File: config.mk
export PLATFORM = sky130hd
export DESIGN_NAME = framed_packet_deframer_crc16_top
export DESIGN_NICKNAME = d
export VERILOG_FILES = /design/src/rtl/dfr_pkg.sv /design/src/rtl/dfr_cfg.sv /design/src/rtl/dfr_parser.sv /design/src/rtl/dfr_out_reg.sv /design/src/rtl/framed_packet_deframer_crc16_top.sv
export SDC_FILE = /design/constraint.sdc
export NUM_CORES = 1
export LEC_CHECK = 0
export ABC_AREA = 1
export BUFFER_PORTS_ARGS = -buffer_cell sky130_fd_sc_hd__buf_4
export CAP_MARGIN = 10
export CORE_MARGIN = 5
export CORE_UTILIZATION = 35
export DETAILED_ROUTE_END_ITERATION = 12
export HOLD_SLACK_MARGIN = 0.15
export SLEW_MARGIN = 5
export SYNTH_ARGS = -nofsm -noshare
export SYNTH_HDL_FRONTEND = slang
export SYNTH_SLANG_ARGS = --single-unit
File: constraint.sdc
create_clock -name clk -period 4.6 [get_ports clk]
set_input_delay 0.23 -clock clk [delete_from_list [all_inputs] [get_ports clk]]
set_output_delay 0.23 -clock clk [all_outputs]
set_load 0.03 [all_outputs]
File: src/rtl/dfr_pkg.sv
// Shared types, constants and the CRC-16/CCITT byte update for the packet deframer.
// Used by every module of the deframer; depends on nothing else.
`timescale 1ns / 1ps

package dfr_pkg;

  localparam logic [15:0] CRC_POLY = 16'h1021;
  localparam logic [15:0] CRC_INIT = 16'hFFFF;
  localparam logic [7:0]  SYNC_RESET = 8'd170;
  localparam logic [10:0] MAX_LENGTH_RESET = 11'd1024;

  typedef enum logic [2:0] {
    PH_SYNC    = 3'd0,
    PH_CMD     = 3'd1,
    PH_SEQ     = 3'd2,
    PH_LEN_LO  = 3'd3,
    PH_LEN_HI  = 3'd4,
    PH_PAYLOAD = 3'd5,
    PH_CRC_LO  = 3'd6,
    PH_CRC_HI  = 3'd7
  } phase_t;

  typedef enum logic [1:0] {
    KIND_DATA = 2'd0,
    KIND_GOOD = 2'd1,
    KIND_BAD  = 2'd2,
    KIND_LONG = 2'd3
  } kind_t;

  typedef enum logic {
    REG_SYNC_VALUE = 1'b0,
    REG_MAX_LENGTH = 1'b1
  } reg_index_t;

  typedef struct packed {
    logic [7:0]  sync_value;
    logic [10:0] max_length;
  } cfg_t;

  typedef struct packed {
    kind_t       kind;
    logic [7:0]  data_byte;
    logic [9:0]  byte_index;
    logic [7:0]  command;
    logic [7:0]  sequence_res;
    logic [15:0] frame_length;
  } result_t;

  function automatic logic [15:0] dfr_crc_update(input logic [15:0] crc_in,
                                                 input logic [7:0] data);
    logic [15:0] crc;
    crc = crc_in ^ {data, 8'h00};
    for (int b = 0; b < 8; b++) begin
      if (crc[15]) begin
        crc = {crc[14:0], 1'b0} ^ CRC_POLY;
      end else begin
        crc = {crc[14:0], 1'b0};
      end
    end
    return crc;
  endfunction

endpackage

File: src/rtl/dfr_cfg.sv
// Configuration registers of the deframer: sync byte and largest payload length.
// Depends on dfr_pkg for the register indexes and the configuration struct.
`timescale 1ns / 1ps

module dfr_cfg import dfr_pkg::*; (
  input  logic        clk,
  input  logic        rst,
  input  logic        cfg_wr_en,
  input  logic        cfg_index,
  input  logic [10:0] cfg_data,
  output cfg_t        cfg
);

  logic [7:0]  sync_value;
  logic [10:0] max_length;

  always_ff @(posedge clk) begin
    if (rst) begin
      sync_value <= SYNC_RESET;
      max_length <= MAX_LENGTH_RESET;
    end else if (cfg_wr_en) begin
      case (reg_index_t'(cfg_index))
        REG_SYNC_VALUE: sync_value <= cfg_data[7:0];
        REG_MAX_LENGTH: max_length <= cfg_data;
        default: ;
      endcase
    end
  end

  assign cfg.sync_value = sync_value;
  assign cfg.max_length = max_length;

endmodule

File: src/rtl/dfr_parser.sv
// Frame parser: phase state machine, header capture, payload count and running CRC.
// Produces at most one result per accepted byte. Depends on dfr_pkg.
`timescale 1ns / 1ps

module dfr_parser import dfr_pkg::*; #(
  parameter logic [15:0] LIMIT = 16'd1024
) (
  input  logic       clk,
  input  logic       rst,
  input  logic       step,
  input  logic [7:0] rx_byte,
  input  cfg_t       cfg,
  output logic       res_valid,
  output result_t    res
);

  phase_t      phase, phase_next;
  logic [7:0]  held_command, held_command_next;
  logic [7:0]  held_sequence, held_sequence_next;
  logic [15:0] held_length, held_length_next;
  logic [10:0] payload_count, payload_count_next;
  logic [15:0] running_crc, running_crc_next;
  logic [7:0]  crc_low_byte, crc_low_byte_next;

  logic [15:0] crc_step;
  logic [15:0] limit;
  logic [15:0] length_full;
  logic [10:0] count_inc;

  assign crc_step    = dfr_crc_update(running_crc, rx_byte);
  assign limit       = ({5'd0, cfg.max_length} > LIMIT) ? LIMIT : {5'd0, cfg.max_length};
  assign length_full = {rx_byte, held_length[7:0]};
  assign count_inc   = payload_count + 11'd1;

  always_comb begin
    phase_next = phase;
    if (step) begin
      case (phase)
        PH_SYNC:    if (rx_byte == cfg.sync_value) phase_next = PH_CMD;
        PH_CMD:     phase_next = PH_SEQ;
        PH_SEQ:     phase_next = PH_LEN_LO;
        PH_LEN_LO:  phase_next = PH_LEN_HI;
        PH_LEN_HI: begin
          if (length_full > limit) begin
            phase_next = PH_SYNC;
          end else if (length_full == 16'd0) begin
            phase_next = PH_CRC_LO;
          end else begin
            phase_next = PH_PAYLOAD;
          end
        end
        PH_PAYLOAD: if ({5'd0, count_inc} >= held_length) phase_next = PH_CRC_LO;
        PH_CRC_LO:  phase_next = PH_CRC_HI;
        PH_CRC_HI:  phase_next = PH_SYNC;
        default:    phase_next = PH_SYNC;
      endcase
    end
  end

  always_comb begin
    held_command_next  = held_command;
    held_sequence_next = held_sequence;
    held_length_next   = held_length;
    payload_count_next = payload_count;
    running_crc_next   = running_crc;
    crc_low_byte_next  = crc_low_byte;
    res_valid          = 1'b0;
    res.kind           = KIND_DATA;
    res.data_byte      = 8'd0;
    res.byte_index     = 10'd0;
    if (step) begin
      case (phase)
        PH_SYNC: begin
          if (rx_byte == cfg.sync_value) running_crc_next = CRC_INIT;
        end
        PH_CMD: begin
          held_command_next = rx_byte;
          running_crc_next  = crc_step;
        end
        PH_SEQ: begin
          held_sequence_next = rx_byte;
          running_crc_next   = crc_step;
        end
        PH_LEN_LO: begin
          held_length_next = {8'd0, rx_byte};
          running_crc_next = crc_step;
        end
        PH_LEN_HI: begin
          held_length_next   = length_full;
          running_crc_next   = crc_step;
          payload_count_next = 11'd0;
          if (length_full > limit) begin
            res_valid = 1'b1;
            res.kind  = KIND_LONG;
          end
        end
        PH_PAYLOAD: begin
          running_crc_next   = crc_step;
          payload_count_next = count_inc;
          res_valid          = 1'b1;
          res.kind           = KIND_DATA;
          res.data_byte      = rx_byte;
          res.byte_index     = payload_count[9:0];
        end
        PH_CRC_LO: begin
          crc_low_byte_next = rx_byte;
        end
        PH_CRC_HI: begin
          res_valid = 1'b1;
          res.kind  = ({rx_byte, crc_low_byte} == running_crc) ? KIND_GOOD : KIND_BAD;
        end
        default: ;
      endcase
    end
    res.command      = held_command_next;
    res.sequence_res = held_sequence_next;
    res.frame_length = held_length_next;
  end

  always_ff @(posedge clk) begin
    if (rst) begin
      phase         <= PH_SYNC;
      held_command  <= 8'd0;
      held_sequence <= 8'd0;
      held_length   <= 16'd0;
      payload_count <= 11'd0;
      running_crc   <= CRC_INIT;
      crc_low_byte  <= 8'd0;
    end else begin
      phase         <= phase_next;
      held_command  <= held_command_next;
      held_sequence <= held_sequence_next;
      held_length   <= held_length_next;
      payload_count <= payload_count_next;
      running_crc   <= running_crc_next;
      crc_low_byte  <= crc_low_byte_next;
    end
  end

endmodule

File: src/rtl/dfr_out_reg.sv
// Result register between the parser and the output channel.
// Holds one result until the consumer takes it. Depends on dfr_pkg.
`timescale 1ns / 1ps

module dfr_out_reg import dfr_pkg::*; (
  input  logic    clk,
  input  logic    rst,
  input  logic    load,
  input  result_t res_in,
  input  logic    out_ready,
  output logic    out_valid,
  output result_t res_out
);

  logic    valid_q;
  result_t data_q;

  always_ff @(posedge clk) begin
    if (rst) begin
      valid_q <= 1'b0;
    end else if (load) begin
      valid_q <= 1'b1;
    end else if (out_ready) begin
      valid_q <= 1'b0;
    end
  end

  always_ff @(posedge clk) begin
    if (load) begin
      data_q <= res_in;
    end
  end

  assign out_valid = valid_q;
  assign res_out   = data_q;

endmodule

File: src/rtl/framed_packet_deframer_crc16_top.sv
// Packet deframer with CRC-16/CCITT check: top level joining configuration, parser
// and result register. Depends on dfr_pkg, dfr_cfg, dfr_parser and dfr_out_reg.
// A result is registered and appears on the output in the cycle after the byte that causes it is accepted.
// Throughput: one byte per cycle while the input is not stalled; the parser state and CRC update on each accepted byte.
// Input is stalled only while the result register holds a request the consumer has not taken.
// Reset (synchronous, active high) empties the result register, restores register defaults
// and returns the parser to sync hunting.
`timescale 1ns / 1ps

module framed_packet_deframer_crc16_top import dfr_pkg::*; #(
  parameter int MAX_PAYLOAD = 1024
) (
  input  logic        clk,
  input  logic        rst,
  input  logic        cfg_wr_en,
  input  logic        cfg_index,
  input  logic [10:0] cfg_data,
  input  logic        in_valid,
  output logic        in_ready,
  input  logic [7:0]  rx_byte,
  output logic        out_valid,
  input  logic        out_ready,
  output logic [1:0]  kind,
  output logic [7:0]  data_byte,
  output logic [9:0]  byte_index,
  output logic [7:0]  command,
  output logic [7:0]  sequence_res,
  output logic [15:0] frame_length
);

  localparam logic [15:0] LIMIT = 16'(MAX_PAYLOAD);

  cfg_t    cfg;
  logic    step;
  logic    res_valid;
  result_t res;
  result_t res_out;

  assign in_ready = !out_valid || out_ready;
  assign step     = in_valid && in_ready;

  dfr_cfg u_cfg (
    .clk       (clk),
    .rst       (rst),
    .cfg_wr_en (cfg_wr_en),
    .cfg_index (cfg_index),
    .cfg_data  (cfg_data),
    .cfg       (cfg)
  );

  dfr_parser #(
    .LIMIT (LIMIT)
  ) u_parser (
    .clk       (clk),
    .rst       (rst),
    .step      (step),
    .rx_byte   (rx_byte),
    .cfg       (cfg),
    .res_valid (res_valid),
    .res       (res)
  );

  dfr_out_reg u_out_reg (
    .clk       (clk),
    .rst       (rst),
    .load      (res_valid),
    .res_in    (res),
    .out_ready (out_ready),
    .out_valid (out_valid),
    .res_out   (res_out)
  );

  assign kind         = res_out.kind;
  assign data_byte    = res_out.data_byte;
  assign byte_index   = res_out.byte_index;
  assign command      = res_out.command;
  assign sequence_res = res_out.sequence_res;
  assign frame_length = res_out.frame_length;

  a_ready_when_empty: assert property (@(posedge clk) disable iff (rst)
    !out_valid |-> in_ready)
    else $error("Input stalled while the result register is empty.");

  a_index_in_frame: assert property (@(posedge clk) disable iff (rst)
    out_valid && kind == KIND_DATA |-> {6'd0, byte_index} < frame_length)
    else $error("Payload byte index lies outside the frame length.");

  a_end_fields_zero: assert property (@(posedge clk) disable iff (rst)
    out_valid && kind != KIND_DATA |-> data_byte == 8'd0 && byte_index == 10'd0)
    else $error("Frame end request carries payload fields.");

  a_result_from_step: assert property (@(posedge clk) disable iff (rst)
    $rose(out_valid) |-> $past(in_valid && in_ready))
    else $error("Result appeared without an accepted byte.");

endmodule

# Yosys cells after proc, flatten, opt, wreduce, memory -nomap -nowiden
# Index checks and enable logic that the tools add are counted.
classes:
  order_cmp: 3
  reduce_logical: 17
  n_eq_ne: 11
  add_sub_neg: 1
  n_bitwise: 10
  n_mux: 31
ops:
  columns: ["cell", "count"]
  rows:
  - ["two-way mux 13 bit", 8]
  - ["one-hot mux 16 bit (2 select lines)", 2]
  - ["two-way mux 16 bit", 2]
  - ["two-way mux 8 bit", 4]
  - ["inverter 3 bit", 8]
  - ["one-hot mux 3 bit (8 select lines)", 1]
  - ["one-hot mux 11 bit (2 select lines)", 1]
  - ["== test 16 bit", 1]
  - [">= comparator 11 x 16 -> 1 bit", 1]
  - ["greater-than comparator 16 bit", 1]
  - ["logical NOT 16 bit", 1]
  - ["XOR 16 bit", 1]
  - ["== test 3 bit (second input constant)", 4]
  - ["adder 11 x 1 -> 11 bit (second input constant)", 1]
  - ["greater-than comparator 11 bit (second input constant)", 1]
  - ["two-way mux 11 bit", 1]
  - ["AND reduction 2 bit", 5]
  - ["two-way mux 3 bit", 3]
  - ["== test 8 bit", 1]
  - ["== test 3 x 2 -> 1 bit (second input constant)", 2]
  - ["two-way mux 2 bit", 3]
  - ["AND reduction 3 bit", 2]
  - ["nonzero test 2 bit", 3]
  - ["OR reduction 5 bit", 1]
  - ["11 further kinds", 15]
totals:
  register_bits: 142
  output_inout_bits: 54
  input_bits: 25
  wordCells: 89

# Depth between registers and ports, before layout
# Gate-level depths: netlist of the first run.
depth:
  depth_word: 18
  mapped_depth: 19
  depth_no_buf: 18

# Hierarchy
# From an unflattened synthesis of the first run, not the netlist that was laid out.
hier_totals:
  hier_cells: 803
  area_unflattened_um2: 6769.0
by_module_without_submodules:
  columns: ["module", "area_per_inst_um2", "n_inst", "cells_per_inst"]
  rows:
  - ["dfr_parser", 4421.7, 1, 647]
  - ["dfr_out_reg", 1601.5, 1, 57]
  - ["dfr_cfg", 725.7, 1, 95]
  - ["framed_packet_deframer_crc16_top", 20.0, 1, 4]

# Worst setup path after synthesis of the first run
# No wires, ideal clock.
synth_path:
  kind: "register -> register"
  startpoint: "register u_cfg.max_length[2]"
  endpoint: "register u_out_reg.data_q, in the netlist u_out_reg.res_out[0], enable pin"
  required_ns: 4.194
  arrival_ns: 2.963
  path_buffers: 1
  stages_incl_launch_ff: 16
  path_slack_ns: 1.231
  path_cell_list: "dfxtp_1 -> nor4_1 -> a31o_2 -> clkbuf_1 -> nand2_1 -> ha_1 -> nand2_1 -> nor2_1 -> nand2_1 -> nand2_1 -> nand2_1 -> nand2_1 -> nand3_1 -> nand2_1 -> nand2_1 -> inv_1"
synth_between:
  elab_chain_len: 6
synth_rtl:
  columns: ["element", "line", "rtl"]
  rows:
  - ["start: declaration", "dfr_cfg.sv:15", "logic [10:0] max_length;"]
  - ["start signal: assignment", "dfr_cfg.sv:24", "REG_MAX_LENGTH: max_length <= cfg_data;"]
  - ["greater-than comparator 11 bit", "dfr_parser.sv:31", "assign limit = ({5'd0, cfg.max_length} > LIMIT) ? LIMIT : {5'd0, cfg.max_length};"]
  - ["two-way mux 11 bit *", "dfr_parser.sv:31", null]
  - ["greater-than comparator 16 bit *", "dfr_parser.sv:92", "if (length_full > limit) begin"]
  - ["two-way mux 1 bit *", "dfr_parser.sv:92", null]
  - ["one-hot mux 1 bit (2 select lines) *", "dfr_parser.sv:72", "case (phase)"]
  - ["two-way mux 1 bit *", "dfr_parser.sv:71", "if (step) begin"]
  - ["named net res_valid", "framed_packet_deframer_crc16_top.sv:35", "logic res_valid;"]
  - ["end signal: assignment", "dfr_out_reg.sv:30", "data_q <= res_in;"]
  - ["end: declaration", "dfr_out_reg.sv:16", "result_t data_q;"]
# Mark *: on every way through the listed nets, which the timed path passes. The rest lies on a longest branch.
# A chain may end at the register's enable or synchronous reset.

# Worst setup path in the final report of the first run
layout_path:
  startpoint: "register u_cfg.max_length[2]"
  endpoint: "register u_out_reg.data_q, in the netlist u_out_reg.res_out[32], enable pin"
# The elaborated chain is that of the path after synthesis.

==> results of run 1 <==
-- critical path: stages (launching register included) --
cell     delay (ns)
dfxtp_1        0.32
nor4_1         0.31
a31o_2         0.31
nand2_1        0.08
ha_1           0.30
nand2_1        0.06
inv_1          0.06
nand2_1        0.05
nand2_1        0.05
nand2_1        0.04
nand2_1        0.06
nand2_1        0.05
nand2_1        0.10
nand3_1        0.11
nand2_1        0.08
nand2_1        0.08
inv_2          0.44
buf_4          0.42
-- layout by cell type, fill, tap and decap left out, drive strengths merged, types with 14 or more instances in the layout --
cell	netlist	layout
nand3	22	22
clkbuf	13	17
a21oi	63	63
buf	16	80
inv	94	99
dfxtp	90	90
nor2	103	103
nand2	188	188
dlygate4sd3	0	14
o21ai	50	50
ha	23	23
xnor2	24	24
edfxtp	52	52
-- metrics by stage --
stage,instances,setup WS (ns)
floorplan,787,1.23
CTS,1118,1.31
finish,1118,1.36
global route,1118,0.959
global placement,1072,1.39
detailed placement,1072,1.32
-- layout make-up --
cell class / instances / area [um2]
Clock buffer: 17 / 425
Clock inverter: 15 / 184
Fill cell: 1829 / 10500
Inverter: 94 / 355
Multi-Input combinational cell: 522 / 2660
Sequential cell: 142 / 3360
Tap cell: 234 / 293
Timing Repair Buffer: 94 / 741
-- metal layers --
layer | vias up | global-route usage | wire length (um)
met3 | 23 | 0.0397 | 875
met5 | - | 0 | 0
met2 | 140 | 0.230 | 6950
met1 | 2372 | 0.205 | 7570
li1 | 2711 | - | -
met4 | 0 | 0.0494 | 263
-- cell families (layout without fill, tap and decap cells) --
| logic type | after synthesis | count (layout) | share of synthesized area |
|---|---|---|---|
| compound gates | 129 | 129 | 0.105 |
| fa+ha+maj | 23 | 23 | 0.0440 |
| buf+inv | 123 | 220 | 0.0779 |
| simple gates | 334 | 334 | 0.210 |
| flops | 142 | 142 | 0.515 |
| xor+xnor | 36 | 36 | 0.0482 |
-- Yosys cell counts, drive strengths merged --
cell    count
nand3      22
xnor2      24
and2        1
o22ai       1
a21oi      63
clkbuf     13
nor3        5
o21bai      2
o21ai      50
o211ai      4
buf        16
nand4       4
or2         4
nor4        6
nor2      103
edfxtp     52
nand2     188
a21o        1
xor2       12
and3        1
a22oi       7
inv        94
ha         23
a31o        1
dfxtp      90
-- worst min-delay path by stage --
stage | from | slack (ns) | end
floorplan | cfg_data[1] | 0.36 | u_cfg.sync_value[1]
global route | rx_byte[3] | 0.17 | u_parser.held_sequence[3]
global placement | u_parser.payload_count[9] | 0.45 | u_parser.payload_count[9]
finish | rx_byte[4] | 0.17 | u_parser.held_sequence[4]
detailed placement | u_parser.held_sequence[0] | 0.46 | u_parser.held_sequence[0]
CTS | rx_byte[3] | 0.16 | u_parser.held_sequence[3]
-- sequential cells by signal (all words and copies together) (netlist names), 3 cells and up --
register / count
u_parser.held_command: 8
u_parser.phase: 3
u_cfg.max_length: 11
u_out_reg.res_out: 52
u_parser.payload_count: 11
u_parser.held_length: 16
u_parser.crc_low_byte: 8
u_parser.running_crc: 16
u_cfg.sync_value: 8
u_parser.held_sequence: 8
-- power groups by stage --
| stage | sequential, mW | combinational, mW | clock (mW) |
|---|---|---|---|
| after floorplan | 1.34 | 0.0946 | 0 |
| after global placement | 1.34 | 0.140 | 0 |
| after detailed placement | 1.34 | 0.139 | 0 |
| after CTS | 1.31 | 0.149 | 1.44 |
| after global routing | 1.32 | 0.169 | 1.50 |
| final | 1.31 | 0.149 | 1.42 |
-- timing repair --
| item | 4_1_cts | 5_1_grt |
|---|---|---|
| hold buffers | 14 | 0 |
| buffers inserted | 0 | 0 |
| endpoints found under the hold margin | 22 | 0 |
==> impl_metrics.tcl, run 1 <==
set metrics [dict create \
    status "finished, final reports clean" \
    nets 919 \
    die_w_um 147 \
    rows 50 \
    tightest_slew_ns 1.10 \
    gp_congestion 0.873 \
    combPwrFrac 0.052 \
    cts_tree "done" \
    ys_warn_count 0 \
    seq_area_frac_synth 0.515 \
    worst-r2r-setup-slack_ns 1.36 \
    antennaDiodeCount 0 \
    power_density_nw_per_um2 360 \
    r2r_start "u_cfg.max_length[2]" \
    routed_via_density 4.69 \
    r2r_end "u_out_reg.res_out[32]" \
    ys_types 39 \
    post-synth-top-area-cell "dfxtp_1" \
    placed_cell_area_um2 7270 \
    grt_max_degree 53 \
    synth_top_area_share 0.276 \
    root_buffer "clkbuf_16" \
    antenna_found_initial 0 \
    rsz0062_at_grt "false" \
    hold_ws_ns 0.174 \
    cp.arrival_ns 3.34 \
    fin_skew_ns 0.00994 \
    drive_above_1_share 0.149 \
    crit_type "flip-flop to flip-flop" \
    wire_per_inst_um 14.0 \
    end_kind "flip-flop" \
    clk_pin_slew_ns 0.06 \
    seq_power_share 0.456 \
    setup_viol 0 \
    fin_crit_sh 0.704 \
    die_y_um 147 \
    clock_latency_ns 0.43 \
    grt_usage 0.150 \
    holdPathStages 3 \
    clock.fmax_mhz 309 \
    startpoint_type "flip-flop" \
    syn-cell-area_um2 6540 \
    finalSetupTns_ns 0 \
    finalWirelength_um 15700 \
    r2r_cells 17 \
    io_buffers 78 \
    synth_nets 835 \
    slew_violations 0 \
    ys_ff_latch 142 \
    fin_util 0.433 \
    antenna_left 0 \
    dieArea_um2 21500 \
    p_int_mw 2.23 \
    syn_avg_cell_area_um2 8.30 \
    io_pins 79 \
    worstPathRequired_ns 4.70 \
    clock-sinks 142 \
    hp-class "primary input to flip-flop" \
    dp_hpwl_um 11200 \
    synth_area_leaders "dfxtp_1 (28%), edfxtp_1 (24%), nand2_1 (11%)" \
    power_mw 2.88 \
    grt_pass1_vias 4981 \
    areaGrowthSynthToFinish_pct 22.8 \
    relSlewSlack 0.266 \
    synthesis.instances 787 \
    switchingPower_mw 0.659 \
    crit_end "u_out_reg.res_out[32]" \
    worst-path-max-fanout 26 \
    drt_pass1_iterations 5 \
    drv_cap 0 \
    hold_viol_final 0 \
    drt-initial-drc-count 322 \
    period_needed_ns 3.24 \
    p_leak_nw 3.55 \
    postCtsResizedCells 0 \
    drc 0 \
    clock_path_buffers 2 \
    p_sw_frac 0.228 \
    final_area_um2 8020 \
    peakVddDrop_mv 0.230 \
    cts_made_buffers 17 \
    clkPwrFrac 0.493 \
    htreeDepth 4 \
    worstSetupStartpoint "u_cfg.max_length[2]" \
    initial_core_util 0.353 \
    grt_pass1_wl_um 25400 \
    vias 5246 \
    grt-ovfl-total 0 \
    core_area_um2 18500 \
]
No activity file was read; power rests on OpenSTA's default activity.
==> inputs of run 2 (changes only) <==
==> constraint.sdc (replaced) <==
create_clock -name clk -period 2.62 [get_ports clk]
set_input_delay 0.131 -clock clk [delete_from_list [all_inputs] [get_ports clk]]
set_output_delay 0.131 -clock clk [all_outputs]
set_load 0.03 [all_outputs]
==> run 2 against run 1 <==
  * Die area did not move
  * Clock skew fell by 0.0028 ns
  * Critical path type unchanged
  * Routed wire length rose by 7.7%
  * Sequential share of layout area fell by 2.8 points
  * Design area rose by 7.3%
  * Power rose by 72%
  * Critical path depth fell by 3
  * Clock power rose by 63%
  * Non-clock buffer count rose by 39
  * Setup slack got worse by 1.5 ns
  * The flow now finishes with violations (setup timing)
  * Core utilization rose by 3.2 points
  * Sequential power rose by 76%
==> impl_metrics.tcl, run 2 (synthesis results as in run 1) <==
set metrics [dict create \
    status "complete, but fails checks" \
    violations "setup timing" \
    min_from "cfg_index" \
    htreeDepth 4 \
    die_y_um 147 \
    clock_latency_ns 0.43 \
    clock_path_buffers 2 \
    grt-ovfl-total 0 \
    io_buffers 78 \
    final_cells 1158 \
    r2r_cells 14 \
    wl_met1_um 8020 \
    worstPathRequired_ns 2.81 \
    largest_reg_flops 52 \
    root_buffer "clkbuf_16" \
    met3_length_um 767 \
    dp_hpwl_um 11600 \
    placed_cell_area_um2 7510 \
    min_to "u_cfg.sync_value[6]" \
    final_area_um2 8610 \
    wire_per_inst_um 14.6 \
    period_needed_ns 2.74 \
    cp.arrival_ns 2.93 \
    drt-initial-drc-count 327 \
    startpoint_type "flip-flop" \
    crit_type "flip-flop to flip-flop" \
    hold_ws_ns 0.172 \
    cts_tree "done" \
    fin_crit_sh 1.05 \
    dr_wl_met2_um 7810 \
    grt_usage 0.156 \
    grt_pass1_wl_um 26800 \
    holdPathStages 4 \
    final_cell_mix "nand2_1 (175), buf_4 (99), nor2_1 (96), inv_1 (86), dfxtp_1 (84)" \
    clock.fmax_mhz 365 \
    top_layer_used "met4" \
    hp-class "primary input to flip-flop" \
    power_density_nw_per_um2 575 \
    antenna_found_initial 0 \
    routed_via_density 4.69 \
    gp_congestion 0.808 \
    antennaDiodeCount 0 \
    clk_pin_slew_ns 0.07 \
    vias 5435 \
    rows 50 \
    core_area_um2 18500 \
    worst-path-max-fanout 8 \
    fin_skew_ns 0.00710 \
    worst-r2r-setup-slack_ns -0.12 \
    slew_violations 0 \
    relSlewSlack 0.361 \
    dp_slack_ns -0.0963 \
    drc 0 \
    p_leak_nw 3.76 \
    drt_pass1_iterations 5 \
    final_common_cell "nand2_1" \
    clock-sinks 142 \
    finalWirelength_um 16900 \
    antenna_left 0 \
    grt_max_degree 52 \
    grt_pass1_vias 5231 \
    dieArea_um2 21500 \
    drive_above_1_share 0.210 \
    io_pins 79 \
    die_w_um 147 \
    tightest_slew_ns 0.959 \
    end_kind "flip-flop" \
    fin_util 0.465 \
    nets 959 \
    peakVddDrop_mv 0.436 \
    areaGrowthSynthToFinish_pct 31.8 \
    timing.final.ws_setup_ns -0.118 \
    initial_core_util 0.353 \
    cts_made_buffers 17 \
    r2r_end "u_out_reg.res_out[11]" \
    placed_cells 1090 \
    drv_cap 0 \
    rsz0062_at_grt "true" \
    r2r_start "u_cfg.max_length[3]" \
    hold_viol_final 0 \
    setup_viol 43 \
]
-- run 2: cell types whose count changed in the layout (fill, tap and decap cells not counted), moves of 7 or more --
cell           before  now
buf_4              80   99
dlygate4sd3_1      14   25
nand2_1           184  175
nand2_2             3   10
-- run 2: metal layers --
layer,vias up,GRT usage
met4,0,0.0437
met5,-,0
met1,2487,0.211
met3,21,0.0416
li1,2806,-
met2,121,0.245
-- run 2: per-stage QoR --
| step | total power [mW] | setup TNS (ns) |
|---|---|---|
| 6_report | 4.95 | -4.32 |
| 3_3_place_gp | 2.63 | -2.06 |
| 2_1_floorplan | 2.53 | -18.10 |
| 4_1_cts | 4.98 | -1.65 |
| 3_5_place_dp | 2.63 | -4.62 |
| 5_1_grt | 5.14 | -13.09 |
-- run 2: repair_timing --
item / 4_1_cts / 5_1_grt
pin swaps: 2 / 12
setup buffers: 0 / 5
hold buffers: 25 / 0
gates resized for setup: 5 / 22
cloned: 1 / 5
hold endpoints to repair: 55 / 0
endpoints found under the setup margin: 52 / 55
-- run 2: how the worst max path moves through the flow --
stage	endpoint	from	depth (start not counted)
floorplan	u_out_reg.res_out[0]	u_cfg.max_length[5]	17
global placement	u_out_reg.res_out[40]	u_cfg.max_length[5]	17
detailed placement	u_out_reg.res_out[40]	u_cfg.max_length[5]	17
CTS	u_out_reg.res_out[40]	u_cfg.max_length[5]	17
global route	u_out_reg.res_out[20]	u_cfg.max_length[3]	16
finish	u_out_reg.res_out[11]	u_cfg.max_length[3]	14
-- run 2: cell type report --
type / instances / area (um2)
clock inverters: 15 / 145
flip-flops and latches: 142 / 3370
inverters: 94 / 359
fillers: 1816 / 9910
well taps: 234 / 293
clock buffers: 17 / 425
multi-input cells: 523 / 2860
repair buffers: 133 / 1160
-- run 2: power breakdown --
| part | internal [mW] | switching (mW) | leakage [nW] | total [mW] |
|---|---|---|---|---|
| sequential | 2.29 | 0.0189 | 1.22 | 2.31 |
| combinational | 0.143 | 0.185 | 2.27 | 0.328 |
| clock | 1.26 | 1.06 | 0.272 | 2.31 |
| total | 3.69 | 1.26 | 3.76 | 4.95 |
-- run 2: critical path: stages, from the launching register on --
cell        delay [ns]
dfxtp_2           0.33
nor4_4            0.34
a31o_1            0.31
nand2_1           0.08
ha_1              0.28
nand2_1           0.06
nor3_2            0.19
buf_4             0.14
nand3_2           0.08
nand3_2           0.10
nand2_2           0.06
nand2_4           0.07
clkinvlp_4        0.12
buf_12            0.18
clkbuf_16         0.16
==> inputs of run 3 (changes only) <==
--- a/config.mk
+++ b/config.mk
@@ -8,10 +8,13 @@
 export ABC_AREA = 1
 export BUFFER_PORTS_ARGS = -buffer_cell sky130_fd_sc_hd__buf_4
 export CAP_MARGIN = 10
+export CELL_PAD_IN_SITES_DETAIL_PLACEMENT = 2
+export CELL_PAD_IN_SITES_GLOBAL_PLACEMENT = 2
 export CORE_MARGIN = 5
-export CORE_UTILIZATION = 35
+export CORE_UTILIZATION = 31
 export DETAILED_ROUTE_END_ITERATION = 12
 export HOLD_SLACK_MARGIN = 0.15
+export PLACE_DENSITY_LB_ADDON = 0.1
 export SLEW_MARGIN = 5
 export SYNTH_ARGS = -nofsm -noshare
 export SYNTH_HDL_FRONTEND = slang
==> run 3 against run 2 <==
  * The flow still finishes with violations (setup timing)
  * Non-clock buffer count increased by 1
  * Clock skew increased by 0.0069 ns
  * Setup slack worse by 0.12 ns
  * Combinational power increased by 15%
  * Critical endpoint is now u_out_reg.res_out[10]
  * Highest routed layer unchanged
  * Maximum frequency fell by 4.2%
  * Power is 6.0% higher
  * Final cell count up 3.5%
==> impl_metrics.tcl, run 3 (synthesis results as in run 1) <==
set metrics [dict create \
    status "complete, but fails checks" \
    violations "setup timing" \
    grt_usage 0.188 \
    gp_congestion 0.822 \
    crit_type "flip-flop to flip-flop" \
    drt-initial-drc-count 203 \
    antenna_left 0 \
    power_density_nw_per_um2 588 \
    antennaDiodeCount 0 \
    cts_tree "done" \
    clock_latency_ns 0.43 \
    cts_made_buffers 17 \
    setup_viol 52 \
    nets 959 \
    drt_pass1_iterations 5 \
    initial_core_util 0.313 \
    hp-class "primary input to flip-flop" \
    areaGrowthSynthToFinish_pct 36.7 \
    cp.arrival_ns 3.00 \
    clock-sinks 142 \
    finalWirelength_um 22700 \
    routed_via_density 4.82 \
    die_w_um 155 \
    startpoint_type "flip-flop" \
    end_kind "flip-flop" \
    final_cell_mix "nand2_1 (166), buf_4 (96), nor2_1 (95), inv_1 (85), dfxtp_1 (85)" \
    relSlewSlack 0.329 \
    worst-path-max-fanout 5 \
    clock.fmax_mhz 350 \
    rows 53 \
    grt_max_degree 52 \
    crit_end "u_out_reg.res_out[10]" \
    grt_pass1_vias 6360 \
    hold_viol_final 0 \
    dieArea_um2 24100 \
    grt-ovfl-total 0 \
    drive_above_1_share 0.232 \
    io_buffers 78 \
    rsz0062_at_grt "true" \
    r2r_end "u_out_reg.res_out[10]" \
    peakVddDrop_mv 0.459 \
    largest_reg_flops 52 \
    final_cells 1199 \
    wire_per_inst_um 18.9 \
    clock_path_buffers 2 \
    clk_pin_slew_ns 0.07 \
    worstSetupStartpoint "u_cfg.max_length[9]" \
    period_needed_ns 2.86 \
    die_y_um 155 \
    core_area_um2 20900 \
    final_common_cell "nand2_1" \
    placed_cell_area_um2 7580 \
    r2r_start "u_cfg.max_length[9]" \
    timing.final.ws_setup_ns -0.237 \
    htreeDepth 4 \
    fin_crit_sh 1.09 \
    worst-r2r-setup-slack_ns -0.24 \
    p_leak_nw 3.87 \
    worstPathRequired_ns 2.77 \
    drc 0 \
    drv_cap 0 \
    tightest_slew_ns 1.01 \
    grt_pass1_wl_um 35100 \
    hold_ws_ns 0.183 \
    final_area_um2 8940 \
    r2r_cells 20 \
    antenna_found_initial 0 \
    placed_cells 1130 \
    slew_violations 0 \
    io_pins 79 \
    dp_hpwl_um 15600 \
    vias 5783 \
    root_buffer "clkbuf_16" \
    fin_skew_ns 0.0140 \
]
-- run 3: how the worst min path moves through the flow --
stage                            start              endpoint  slack [ns]  depth (start not counted)
after floorplan            cfg_data[1]   u_cfg.sync_value[1]        0.26                          2
after global placement    cfg_data[10]  u_cfg.max_length[10]        0.36                          3
after detailed placement   cfg_data[3]   u_cfg.sync_value[3]        0.36                          3
after CTS                    cfg_index   u_cfg.sync_value[0]        0.18                          4
after global routing         out_ready   u_out_reg.out_valid        0.19                          4
final                        cfg_index   u_cfg.sync_value[0]        0.18                          4
-- run 3: through the flow --
stage / setup TNS (ns) / utilization / setup WS (ns) / power [mW]
finish: -10.04 / 0.428 / -0.237 / 5.25
detailed placement: -15.20 / 0.363 / -0.305 / 2.65
global route: -14.48 / 0.428 / -0.316 / 5.44
floorplan: -18.10 / - / -0.348 / 2.53
global placement: -4.16 / 0.363 / -0.0942 / 2.64
CTS: -8.47 / 0.420 / -0.201 / 5.28
-- run 3: worst max-delay path, cell delays in order, from the launching register on --
cell and delay (ns):
dfxtp_2 0.34, nor4_4 0.30, a31o_4 0.23, buf_8 0.14, nand2_4 0.06, ha_4 0.27
nand2_2 0.05, inv_2 0.06, nand2_1 0.05, nand2_1 0.05, nand2_1 0.07, nand2_2 0.08
nand2_2 0.06, nand2_2 0.08, nand3_2 0.09, nand2_2 0.10, nand2_4 0.06, clkinvlp_4 0.09
buf_12 0.13, buf_12 0.12, clkbuf_16 0.13
-- run 3: metal layers --
metal	vias up	wire [um]	share of wire	GRT usage
li1	2784	-	-	-
met1	2883	9900	0.44	0.232
met2	92	11700	0.52	0.336
met3	24	734	0.032	0.0314
met4	0	350	0.015	0.0534
met5	-	0	0	0
-- run 3: cell type report --
cell class / count / area, um2
fill: 2312 / 12000
sequential: 142 / 3370
multi-input combinational: 522 / 2990
timing repair buffer: 134 / 1260
clock buffer: 17 / 425
inverter: 94 / 359
tap: 275 / 344
clock inverter: 15 / 186
-- run 3: power breakdown --
part	switching (mW)	internal (mW)	leakage (nW)
logic	0.216	0.160	2.37
registers	0.0205	2.29	1.22
clock network	1.05	1.51	0.282
-- run 3: what timing repair did --
item | 4_1_cts | 5_1_grt
setup endpoints to repair | 54 | 56
resized for setup | 35 | 29
endpoints found under the hold margin | 43 | 0
buffers inserted | 9 | 1
hold buffers | 23 | 0
gates cloned | 3 | 1
pin swaps | 6 | 14
